`src/mfpe_pkg.sv`:
```
`timescale 1ns / 1ps

package mfpe_pkg;

  // default sizing
  localparam int MAX_BALLS_DEF = 256;
  localparam int FRAC_BITS_DEF = 16;

  // field widths
  localparam int COORD_W = 32;
  localparam int STEP_W  = 31;
  localparam int PIX_W   = 12;

  // world position: origin plus index times step
  localparam int PROD_W = PIX_W + STEP_W;
  localparam int HX_W   = PROD_W + 2;
  localparam int DX_W   = HX_W + 1;

  // stream and config port widths
  localparam int IN_DATA_W  = 88;
  localparam int IN_USER_W  = 2;
  localparam int OUT_DATA_W = 8;
  localparam int OUT_USER_W = 1;
  localparam int CFG_IDX_W  = 2;
  localparam int CFG_DATA_W = 32;

  // register indexes
  localparam logic [CFG_IDX_W-1:0] REG_X_ORIGIN = 2'd0;
  localparam logic [CFG_IDX_W-1:0] REG_X_STEP   = 2'd1;
  localparam logic [CFG_IDX_W-1:0] REG_Y_ORIGIN = 2'd2;
  localparam logic [CFG_IDX_W-1:0] REG_Y_STEP   = 2'd3;

  localparam logic [STEP_W-1:0] STEP_RESET = 31'd65536;

  // action codes
  localparam logic ACT_LOAD = 1'b0;
  localparam logic ACT_EVAL = 1'b1;

  localparam logic [OUT_DATA_W-1:0] PIX_MAX = 8'hFF;

  typedef struct packed {
    logic load_point;
    logic start_eval;
    logic set_origin;
    logic rd_en;
    logic out_load;
  } cmd_t;

  typedef struct packed {
    logic count_zero;
    logic rd_last;
    logic pipe_busy;
    logic out_free;
  } status_t;

endpackage

```
`src/mfpe_ctrl.sv`:
```
`timescale 1ns / 1ps

module mfpe_ctrl import mfpe_pkg::*; (
  input  logic    clk_i,
  input  logic    rst_ni,
  input  logic    in_valid_i,
  input  logic    in_action_i,
  output logic    in_ready_o,
  input  status_t status_i,
  output cmd_t    cmd_o
);

  localparam logic [2:0] ST_IDLE  = 3'd0;
  localparam logic [2:0] ST_ORG   = 3'd1;
  localparam logic [2:0] ST_RUN   = 3'd2;
  localparam logic [2:0] ST_DRAIN = 3'd3;
  localparam logic [2:0] ST_DONE  = 3'd4;

  logic [2:0] state_q, state_d;
  logic       accept;

  assign in_ready_o = (state_q == ST_IDLE);
  assign accept     = in_valid_i & in_ready_o;

  always_comb begin
    state_d = state_q;
    cmd_o   = '0;
    case (state_q)
      ST_IDLE: begin
        if (accept) begin
          if (in_action_i == ACT_EVAL) begin
            cmd_o.start_eval = 1'b1;
            state_d          = ST_ORG;
          end else begin
            cmd_o.load_point = 1'b1;
          end
        end
      end
      ST_ORG: begin
        cmd_o.set_origin = 1'b1;
        state_d          = status_i.count_zero ? ST_DONE : ST_RUN;
      end
      ST_RUN: begin
        cmd_o.rd_en = 1'b1;
        if (status_i.rd_last) state_d = ST_DRAIN;
      end
      ST_DRAIN: begin
        if (!status_i.pipe_busy) state_d = ST_DONE;
      end
      ST_DONE: begin
        if (status_i.out_free) begin
          cmd_o.out_load = 1'b1;
          state_d        = ST_IDLE;
        end
      end
      default: begin
        state_d = ST_IDLE;
      end
    endcase
  end

  always_ff @(posedge clk_i or negedge rst_ni) begin
    if (!rst_ni) begin
      state_q <= ST_IDLE;
    end else begin
      state_q <= state_d;
    end
  end

endmodule

```
`config.mk`:
```
export PLATFORM = sky130hd
export DESIGN_NAME = mfpe_ctrl
export DESIGN_NICKNAME = d
export VERILOG_FILES = /design/src/mfpe_pkg.sv /design/src/mfpe_ctrl.sv
export SDC_FILE = /design/constraint.sdc
export NUM_CORES = 1
export LEC_CHECK = 0
export ABC_AREA = 1
export BUFFER_PORTS_ARGS = -buffer_cell sky130_fd_sc_hd__buf_2
export CAP_MARGIN = 10
export CORE_AREA = 2 2 39 41
export DETAILED_ROUTE_END_ITERATION = 8
export DIE_AREA = 0 0 41 43
export PLACE_DENSITY = 0.41
export SLEW_MARGIN = 20
export SYNTH_ARGS = -nofsm -noshare
export SYNTH_HDL_FRONTEND = slang
export SYNTH_SLANG_ARGS = --single-unit
```
`constraint.sdc`:
```
create_clock -name clk_i -period 1.1 [get_ports clk_i]
set_input_delay 0.22 -clock clk_i [delete_from_list [all_inputs] [get_ports clk_i]]
set_output_delay 0.22 -clock clk_i [all_outputs]
set_load 0.01 [all_outputs]
```
=== Yosys cells after proc, flatten, opt, wreduce, memory -nomap -nowiden ===
Cells that the tools add are included.
W data, S select, Z words.

* Input port bits: 8
* Word-level logic and storage cells: 28
* Register bits: 3

* Reduce and logical (&&, ||, !) cells: 2
* Eq/ne operators: 9
* Bitwise gates (word level): 1
* Muxes and demuxes: 15

{| class="wikitable"
|+ Operators with widths
! cell !! count
|-
| $mux W3 || 6
|-
| $pmux W3 S5 || 1
|-
| $ne A2 B2 Y1 const B || 4
|-
| $eq A3 B2 Y1 const B || 2
|-
| $mux W1 || 6
|-
| $reduce_and A5 Y1 || 1
|-
| $mux W2 || 2
|-
| $eq A3 B1 Y1 const B || 1
|-
| $eq A3 B3 Y1 const B || 1
|-
| $logic_not A3 Y1 || 1
|-
| $ne A2 B1 Y1 const B || 1
|-
| $and A1 B1 Y1 || 1
|}

=== Longest topological paths before layout ===
Gate-level depths: netlist of the first run.

* Word-level depth: 4
* Gate-level depth with buffers: 7
* Depth with buffers taken out: 7

=== Worst setup path before layout of the first run ===
No wires, ideal clock.

* Kind: reg-to-output
* From: reg state_q[2]
* To: out cmd_o[4] in the netlist's numbering
* Data arrival time: 0.941 ns
* Setup slack: -0.061 ns
* Stages on the path, launching flop included: 6
* Buffers on the path: 0
* Cells stage by stage: dfrtp_1 nor2_2 nand2_1 inv_2 nand2_1 nor2_1

{| class="wikitable"
|+ RTL lines
! element !! RTL line !! RTL
|-
| start, declared || mfpe_ctrl.sv:19 || <nowiki>logic [2:0] state_q, state_d;</nowiki>
|-
| start signal, assigned || mfpe_ctrl.sv:66 || <nowiki>state_q <= state_d;</nowiki>
|-
| end, declared || mfpe_ctrl.sv:10 || <nowiki>output cmd_t cmd_o</nowiki>
|}

==> results.py, run 1 <==
metrics = {
    "hold_path": {
        "hp-class": "primary input to flop",
    },
    "setup_path": {
        "cp_slowest_stage_delay_ps": 440,
        "reg2reg_slack_ps": -100,
        "cp-end-kind": "output port",
        "required_ps": 880,
        "path_common_cell": "nand2_2",
        "crit_fanout": 3,
        "crit_chain": "nor2_4 -> nand2_2 -> inv_2 -> nand2_2 -> nor2_2 -> buf_2",
        "cpMaxStageDelayCell": "dfrtp_2",
        "start_kind": "flop",
        "critPathKind": "flop to output port",
        "critPathArrivalTime_ps": 1160,
    },
    "clock_network": {
        "clock-sinks": 3,
        "cts_tree": "done",
        "worstSkewPairLatency_ps": 230,
        "numCtsBuffers": 3,
        "clk_pin_slew_worst_paths_ps": 40,
        "htree_levels": 1,
        "cts_buffer_depth": 2,
        "root_buffer": "clkbuf_4",
    },
    "cells_and_area": {
        "design_area_sq_um": 485,
        "largest_register_ffs": 3,
        "layout-drive-gt1-share": 0.682,
        "max_flop_register": "state_q",
        "antenna-diode-count": 0,
        "nets": 75,
        "area.growth.synth_to_final_pct": 99.0,
        "reg.largest.list": "state_q: 3 flops",
    },
    "synthesis": {
        "synth_flop_cell": "dfrtp_1",
        "async_reset_ff_frac": 1.00,
        "synth.net_count": 49,
        "yosysSeqAreaShare": 0.308,
        "netlist_area_sq_um": 244,
        "yosys-top-cells-area": "dfrtp_1, nand2_1, inv_1, nor2_2, nor2_1",
        "synthCells": 41,
        "ys_types": 11,
        "synth_edf_count": 0,
        "yosys.area.top_type": "dfrtp_1",
        "synth_top_area_share": 0.308,
        "ys_ff_latch": 3,
        "synth_common_cells": "nand2_1, inv_1, nor2_1",
        "ys_warn_count": 0,
        "synth.most_common_cell": "nand2_1",
        "postSynthAreaPerCell_sq_um": 5.95,
    },
    "global_routing": {
        "grt_pass1_wl_um": 883,
        "grt_use_total": 0.0724,
        "antenna_found_initial": 0,
        "grt_pass1_vias": 236,
        "grt_overflow": 0,
        "grt_max_degree": 7,
    },
    "power": {
        "power.density_nw_per_um2": 2560,
        "p_leak_uw": 0.000287,
        "peakVddDrop_v": 0.000764,
    },
    "run": {
        "drv_cap": 0,
    },
    "drt": {
        "drt-total-wl_um": 705,
        "vias_per_cell": 3.71,
        "drc": 0,
        "drt_first_pass_iters": 2,
        "drtIter0Drc": 1,
        "antenna_left": 0,
        "via_count": 304,
        "wl_per_cell_um": 8.60,
    },
    "place": {
        "port_buffers": 13,
        "place_area_sq_um": 362,
        "place.gp.congestion": 0.718,
        "hpwl_um": 510,
        "dp_slack_ps": -59.6,
    },
    "sta": {
        "holdWs_ps": 277,
        "final-setup-viol-count": 9,
        "fin_skew_ps": 2.61,
        "finalHoldViolCount": 0,
        "tns_ps": -1640,
        "period_share": 1.26,
        "tightestPinTransition_ps": 148,
        "slew_headroom": 0.901,
        "slew_violations": 0,
        "worst_slack_ps": -282,
        "period_needed_ps": 1380,
        "rsz0062_at_grt": "yes",
        "fmax_ghz": 0.723,
    },
    "floorplanning": {
        "initial_core_util": 0.176,
        "fp.dieH_um": 43,
        "dieArea_sq_um": 1760,
        "io_pins": 14,
        "num_rows": 14,
        "core_sq_um": 1380,
        "fp.dieW_um": 41,
    },
    "run_status": {
        "outcome": "complete, but fails checks",
        "violations": "negative setup slack",
    },
}
==> report_power, final <==
| group | internal (uW) | switching [uW] |
|---|---|---|
| clock network | 136 | 59.4 |
| registers | 161 | 75.7 |
| logic | 400 | 409 |
| total | 697 | 544 |
==> logic make-up (layout without fill, tap and decap cells) <==
logic type,count (synthesis),after routing,synth area share
and+or+nand+nor,27,27,0.503
AOI/OAI and AO/OA,2,2,0.0513
buffers and inverters,9,34,0.138
DFF,3,3,0.308
==> what timing repair did <==
action	in CTS	in global routing
gates resized for setup	3	16
setup endpoints to repair	9	9
pin swaps	1	3
cloned	0	0
setup buffers	0	3
hold buffers	1	0
endpoints found under the hold margin	3	0
==> per-stage QoR <==
step / instances / utilization / power, uW
floorplan: 41 / - / 545
global placement: 74 / 0.261 / 777
detailed placement: 74 / 0.261 / 782
CTS: 79 / 0.295 / 1020
global route: 82 / 0.351 / 1350
finish: 82 / 0.351 / 1240
==> cells in the final DEF (no fill, tap or decap), drive strengths merged <==
cell type / n
dfrtp: 3
nand3: 3
dlygate4sd3: 1
inv: 9
clkbuf: 4
o21ai: 1
o21a: 1
nand2: 17
buf: 20
nor2: 7
==> per-layer routing <==
metal	vias up	track usage	wire length [um]	part of all wire
li1	169	-	-	-
met4	0	0	0	0
met3	0	0.0471	36	0.051
met1	126	0.0874	299	0.42
met5	-	0	0	0
met2	9	0.113	369	0.52
==> cell type report <==
type / count / area, sq um
fill: 163 / 898
multi-input combinational: 29 / 185
timing repair buffer: 21 / 141
sequential: 3 / 78.8
inverter: 9 / 33.8
clock buffer: 4 / 26.3
tap: 16 / 20.0
==> worst paths after layout <==
kind,from,endpoint,depth (start not counted)
worst min-delay path,status_i[0],state_q[2]$_DFFE_PN0P_,4
max in group asynchronous,rst_ni,state_q[0]$_DFFE_PN0P_,2
worst max register to register,state_q[2]$_DFFE_PN0P_,state_q[0]$_DFFE_PN0P_,8
worst max-delay path,state_q[2]$_DFFE_PN0P_,cmd_o[4],6
min in group asynchronous,rst_ni,state_q[2]$_DFFE_PN0P_,2
worst min register to register,state_q[0]$_DFFE_PN0P_,state_q[2]$_DFFE_PN0P_,3
==> critical path, delay by kind of cell, from the launching register on <==
family,cells,cell delay [ps]
flip-flops,1,440
AND/OR/NAND/NOR,4,310
buffers and inverters,2,180
No activity file was read; power rests on OpenSTA's default activity.
==> run 2, diff against run 1 <==
--- a/config.mk
+++ b/config.mk
@@ -13,5 +13,4 @@
 export DIE_AREA = 0 0 41 43
 export PLACE_DENSITY = 0.41
-export SLEW_MARGIN = 20
 export SYNTH_ARGS = -nofsm -noshare
 export SYNTH_HDL_FRONTEND = slang
==> constraint.sdc (replaced) <==
create_clock -name clk_i -period 1.1 [get_ports clk_i]
set_input_delay 0.11 -clock clk_i [delete_from_list [all_inputs] [get_ports clk_i]]
set_output_delay 0.11 -clock clk_i [all_outputs]
set_load 0.01 [all_outputs]
==> run 2 against run 1 <==
Effect of this change:
- the run still ends with negative setup slack left
- via count decreased by 0.33%
- largest cell class unchanged
- critical path type unchanged
- clock-buffer cell count unchanged
- clock skew about the same
- wire length decreased by 15%
- utilization decreased by 3.7 points
- final cell count decreased by 1.2%
==> results.py, run 2 (synthesis gave the netlist of run 1 again) <==
metrics = {
    "cells_and_area": {
        "layout_common_cells": "nand2_1, buf_2, inv_1, buf_4",
        "max_flop_register": "state_q",
        "fin_cells": 81,
        "n_fill_cell": 165,
        "area.growth.synth_to_final_pct": 77.9,
        "reg.largest.list": "state_q: 3 flops",
        "largest_register_ffs": 3,
        "post-route-util": 0.314,
        "layout-drive-gt1-share": 0.554,
        "antenna-diode-count": 0,
        "nets": 74,
        "design_area_sq_um": 434,
        "layout_commonest_cell": "nand2_1",
    },
    "drt": {
        "vias_per_cell": 3.74,
        "wl_per_cell_um": 7.38,
        "drt-total-wl_um": 598,
        "drt_first_pass_iters": 4,
        "drc": 0,
        "drtIter0Drc": 5,
        "via_count": 303,
        "antenna_left": 0,
    },
    "setup_path": {
        "crit_family": "flip-flops",
        "required_ps": 990,
        "cp_slowest_stage_delay_ps": 440,
        "cpMaxStageDelayCell": "dfrtp_2",
        "crit_fanout": 3,
        "critPathArrivalTime_ps": 1140,
        "critPathKind": "flop to output port",
        "start_kind": "flop",
        "worst-path-buf-inv": 2,
        "cp-end-kind": "output port",
        "crit_chain": "nor2_4 -> nand2_2 -> inv_2 -> nand2_1 -> nor2_1 -> buf_2",
    },
    "floorplanning": {
        "core_sq_um": 1380,
        "fp.dieH_um": 43,
        "fp.dieW_um": 41,
        "num_rows": 14,
        "initial_core_util": 0.176,
        "dieArea_sq_um": 1760,
        "io_pins": 14,
    },
    "sta": {
        "final-setup-viol-count": 9,
        "tns_ps": -828,
        "tightestPinTransition_ps": 142,
        "period_needed_ps": 1250,
        "fin_skew_ps": 2.26,
        "slew_headroom": 0.905,
        "rsz0062_at_grt": "yes",
        "period_share": 1.14,
        "fmax_ghz": 0.798,
        "worst_slack_ps": -153,
        "finalHoldViolCount": 0,
        "slew_violations": 0,
    },
    "power": {
        "p_int_uw": 619,
        "switchingPower_uw": 465,
        "seq_power_share": 0.220,
        "p_clk_frac": 0.180,
        "peakVddDrop_v": 0.000633,
        "p_leak_uw": 0.000273,
        "combPwrFrac": 0.600,
        "power.density_nw_per_um2": 2500,
        "p_sw_frac": 0.429,
    },
    "clock_network": {
        "root_buffer": "clkbuf_4",
        "worstSkewPairLatency_ps": 230,
        "htree_levels": 1,
        "cts_tree": "done",
        "cts_buffer_depth": 2,
        "clk_pin_slew_worst_paths_ps": 40,
        "numCtsBuffers": 3,
        "clock-sinks": 3,
    },
    "global_routing": {
        "antenna_found_initial": 0,
        "grt_pass1_vias": 275,
        "grt-busiest-layer": "met2",
        "grt_use_total": 0.0845,
        "grt_max_degree": 6,
        "grt_pass1_wl_um": 952,
        "grt_util_met3": 0.0785,
        "grt_overflow": 0,
        "grt_util_met2": 0.113,
        "use_met1": 0.0971,
    },
    "run_status": {
        "outcome": "complete, but fails checks",
        "violations": "negative setup slack",
    },
    "hold_path": {
        "hp-class": "primary input to flop",
    },
    "place": {
        "place.gp.congestion": 0.732,
        "place_area_sq_um": 344,
        "hpwl_um": 468,
        "placed_cells": 72,
        "port_buffers": 13,
    },
    "run": {
        "drv_cap": 0,
    },
}
==> run 2: changes by cell type in the layout (fill, tap and decap cells not counted), moves of 2 or more <==
cell	previous run	this run
nand2_1	10	14
buf_6	3	0
nand2_2	6	3
nand3_1	0	2
nor2_2	3	1
==> run 2: path summary, 6_finish.rpt <==
kind                                   startpoint                endpoint  slack (ps)  cells past startpoint
max reg2reg                state_q[2]$_DFFE_PN0P_  state_q[1]$_DFFE_PN0P_        -100                      8
min                                   status_i[0]  state_q[2]$_DFFE_PN0P_         160                      4
min reg2reg                state_q[2]$_DFFE_PN0P_  state_q[0]$_DFFE_PN0P_         640                      3
max                        state_q[2]$_DFFE_PN0P_                cmd_o[4]        -150                      6
min in group asynchronous                  rst_ni  state_q[2]$_DFFE_PN0P_         200                      2
max in group asynchronous                  rst_ni  state_q[0]$_DFFE_PN0P_         780                      2
==> run 2: timing repair <==
item                                    4_1_cts  5_1_grt
endpoints found under the hold margin         3        0
endpoints found under the setup margin        6        9
hold buffers                                  1        0
setup buffers                                 4        0
gates resized for setup                       6        2
pin swaps                                     4        2
==> run 2: through the flow <==
stage | power [uW] | worst slack, ps | hold WS (ps)
finish | 1080 | -153 | 162
global route | 1210 | -219 | 177
CTS | 1090 | -158 | 164
detailed placement | 712 | -23.5 | -90.9
global placement | 716 | 10.6 | -92.4
floorplan | 541 | 48.6 | -186
==> run 2: final cells by class <==
cell class	instances	area (sq um)	share of cell area
clock buffers	4	26.3	0.0605
inverters	9	33.8	0.0778
multi-input cells	29	155	0.357
flip-flops and latches	3	78.8	0.182
well taps	16	20.0	0.0461
repair buffers	20	120	0.277
==> run 2: worst register-to-register path, cell delays in order, from the launching register on <==
cell,delay [ps]
dfrtp_2,440
nor2_4,130
buf_4,120
buf_4,100
nand3_1,80
nand2_1,80
nor2_2,50
nand2_1,50
nand2_1,50
==> run 2: power groups by stage <==
| stage | Clock [uW] | Combinational [uW] | Sequential (uW) |
|---|---|---|---|
| after CTS | 207 | 653 | 233 |
| after global placement | 0 | 512 | 204 |
| after detailed placement | 0 | 508 | 204 |
| after global routing | 229 | 738 | 244 |
| final | 195 | 650 | 238 |
| after floorplan | 0 | 343 | 199 |
==> run 2: routing by layer <==
layer	vias to the layer above	wire length [um]
met5	-	0
met1	127	294
met2	7	276
li1	169	-
met3	0	27
met4	0	0
==> run 3, diff against run 2 <==
- SETUP_SLACK_MARGIN: default -> 0.2
==> run 3 against run 2 <==
Effect of this change:
- the run still ends with negative setup slack left
- worst hold slack improved by 6.9 ps
- register-to-register slack barely moved
- clock skew rose by 4.0 ps
- combinational power rose by 28%
- critical path type unchanged
- critical endpoint is now cmd_o[2]
- largest cell class unchanged
==> results.py, run 3 (synthesis gave the netlist of run 1 again) <==
metrics = {
    "run_status": {
        "outcome": "complete, but fails checks",
        "violations": "negative setup slack",
    },
    "clock_network": {
        "clock-sinks": 3,
        "cts_tree": "done",
        "numCtsBuffers": 3,
        "clk_pin_slew_worst_paths_ps": 40,
        "htree_levels": 1,
        "cts_buffer_depth": 2,
        "worstSkewPairLatency_ps": 230,
        "root_buffer": "clkbuf_4",
    },
    "place": {
        "dp_slack_ps": -53.2,
        "hpwl_um": 448,
        "port_buffers": 13,
        "place.gp.congestion": 0.728,
        "place_area_sq_um": 342,
    },
    "run": {
        "drv_cap": 0,
    },
    "sta": {
        "finalHoldViolCount": 0,
        "period_needed_ps": 1260,
        "slew_headroom": 0.904,
        "slew_violations": 0,
        "worst_slack_ps": -164,
        "fin_skew_ps": 6.30,
        "rsz0062_at_grt": "yes",
        "tightestPinTransition_ps": 144,
        "period_share": 1.15,
        "fmax_ghz": 0.791,
        "final-setup-viol-count": 9,
    },
    "cells_and_area": {
        "layout_common_cells": "buf_2, nand2_1, inv_1",
        "reg.largest.list": "state_q: 3 flops",
        "post-route-util": 0.343,
        "design_area_sq_um": 474,
        "area.growth.synth_to_final_pct": 94.4,
        "largest_register_ffs": 3,
        "layout_commonest_cell": "buf_2",
        "nets": 75,
        "antenna-diode-count": 0,
        "layout-drive-gt1-share": 0.621,
        "n_fill_cell": 161,
        "max_flop_register": "state_q",
    },
    "hold_path": {
        "hold_start": "status_i[0]",
        "worstHoldPathCells": 4,
        "hp-class": "primary input to flop",
        "holdPathEnd": "state_q[2]$_DFFE_PN0P_",
    },
    "drt": {
        "drc": 0,
        "antenna_left": 0,
        "wl_per_cell_um": 7.78,
        "drtIter0Drc": 3,
        "via_count": 311,
        "drt-total-wl_um": 638,
        "drt_first_pass_iters": 3,
        "vias_per_cell": 3.79,
    },
    "setup_path": {
        "critPathArrivalTime_ps": 1150,
        "critPathLaunch": "state_q[2]$_DFFE_PN0P_",
        "reg2reg_depth": 7,
        "timing.rr.start": "state_q[2]$_DFFE_PN0P_",
        "start_kind": "flop",
        "required_ps": 990,
        "critPathKind": "flop to output port",
        "rr_endpoint": "state_q[1]$_DFFE_PN0P_",
        "reg2reg_slack_ps": -110,
        "cp-end-kind": "output port",
        "crit_fanout": 3,
    },
    "global_routing": {
        "grt_overflow": 0,
        "grt_use_total": 0.0865,
        "antenna_found_initial": 0,
        "grt_max_degree": 7,
        "grt_pass1_vias": 270,
        "grt_pass1_wl_um": 972,
    },
    "power": {
        "power.density_nw_per_um2": 2610,
        "power_uw": 1240,
        "peakVddDrop_v": 0.000536,
        "p_leak_uw": 0.000294,
    },
    "floorplanning": {
        "num_rows": 14,
        "fp.dieH_um": 43,
        "io_pins": 14,
        "initial_core_util": 0.176,
        "dieArea_sq_um": 1760,
        "core_sq_um": 1380,
        "fp.dieW_um": 41,
    },
}
run 3: cell types whose count changed in the layout (fill, tap and decap cells not counted), sizes merged:
cell	before	now
buf	19	20
run 3: stage by stage:
stage	setup TNS (ps)	std cells	hold slack [ps]
global placement	-138	71	-92.2
global route	-1590	82	198
CTS	-974	81	165
detailed placement	-66.8	71	-93.9
finish	-972	82	169
floorplan	0	41	-186
run 3: how the worst max path moves through the flow:
stage	slack (ps)	endpoint
after CTS	-150	cmd_o[4]
after global routing	-220	cmd_o[0]
after floorplan	80	cmd_o[4]
after global placement	-60	cmd_o[4]
after detailed placement	-50	cmd_o[4]
final	-160	cmd_o[2]
run 3: what timing repair did:
action                                  4_1_cts  5_1_grt
hold buffers                                  1        0
endpoints found under the hold margin         3        0
setup buffers                                 5        1
endpoints found under the setup margin        9        9
resized for setup                            14        1
pin swaps                                     6        1
run 3: area by class of cell:
| cell class | count | area, sq um | share of cell area |
|---|---|---|---|
| flip-flops and latches | 3 | 77.6 | 0.164 |
| well taps | 16 | 20.0 | 0.0422 |
| multi-input cells | 29 | 173 | 0.364 |
| inverters | 9 | 36.3 | 0.0765 |
| clock buffers | 4 | 26.3 | 0.0554 |
| repair buffers | 21 | 141 | 0.298 |
run 3: worst max-delay path, cell delays in order, from the launching register on:
cell and delay, ps:
dfrtp_2 410, buf_4 160, nor2_4 120, nand2_2 60
inv_1 50, buf_2 110
run 3: report_power, final:
part           internal [uW]  switching, uW  total (uW)
logic                    415            415         830
registers                158           56.0         214
clock network            136           57.9         194
run 3: routing by layer:
metal / vias up / track usage / wire length, um
li1: 172 / - / -
met1: 128 / 0.0906 / 269
met2: 9 / 0.125 / 321
met3: 2 / 0.0314 / 37
met4: 0 / 0.0800 / 10
met5: - / 0 / 0
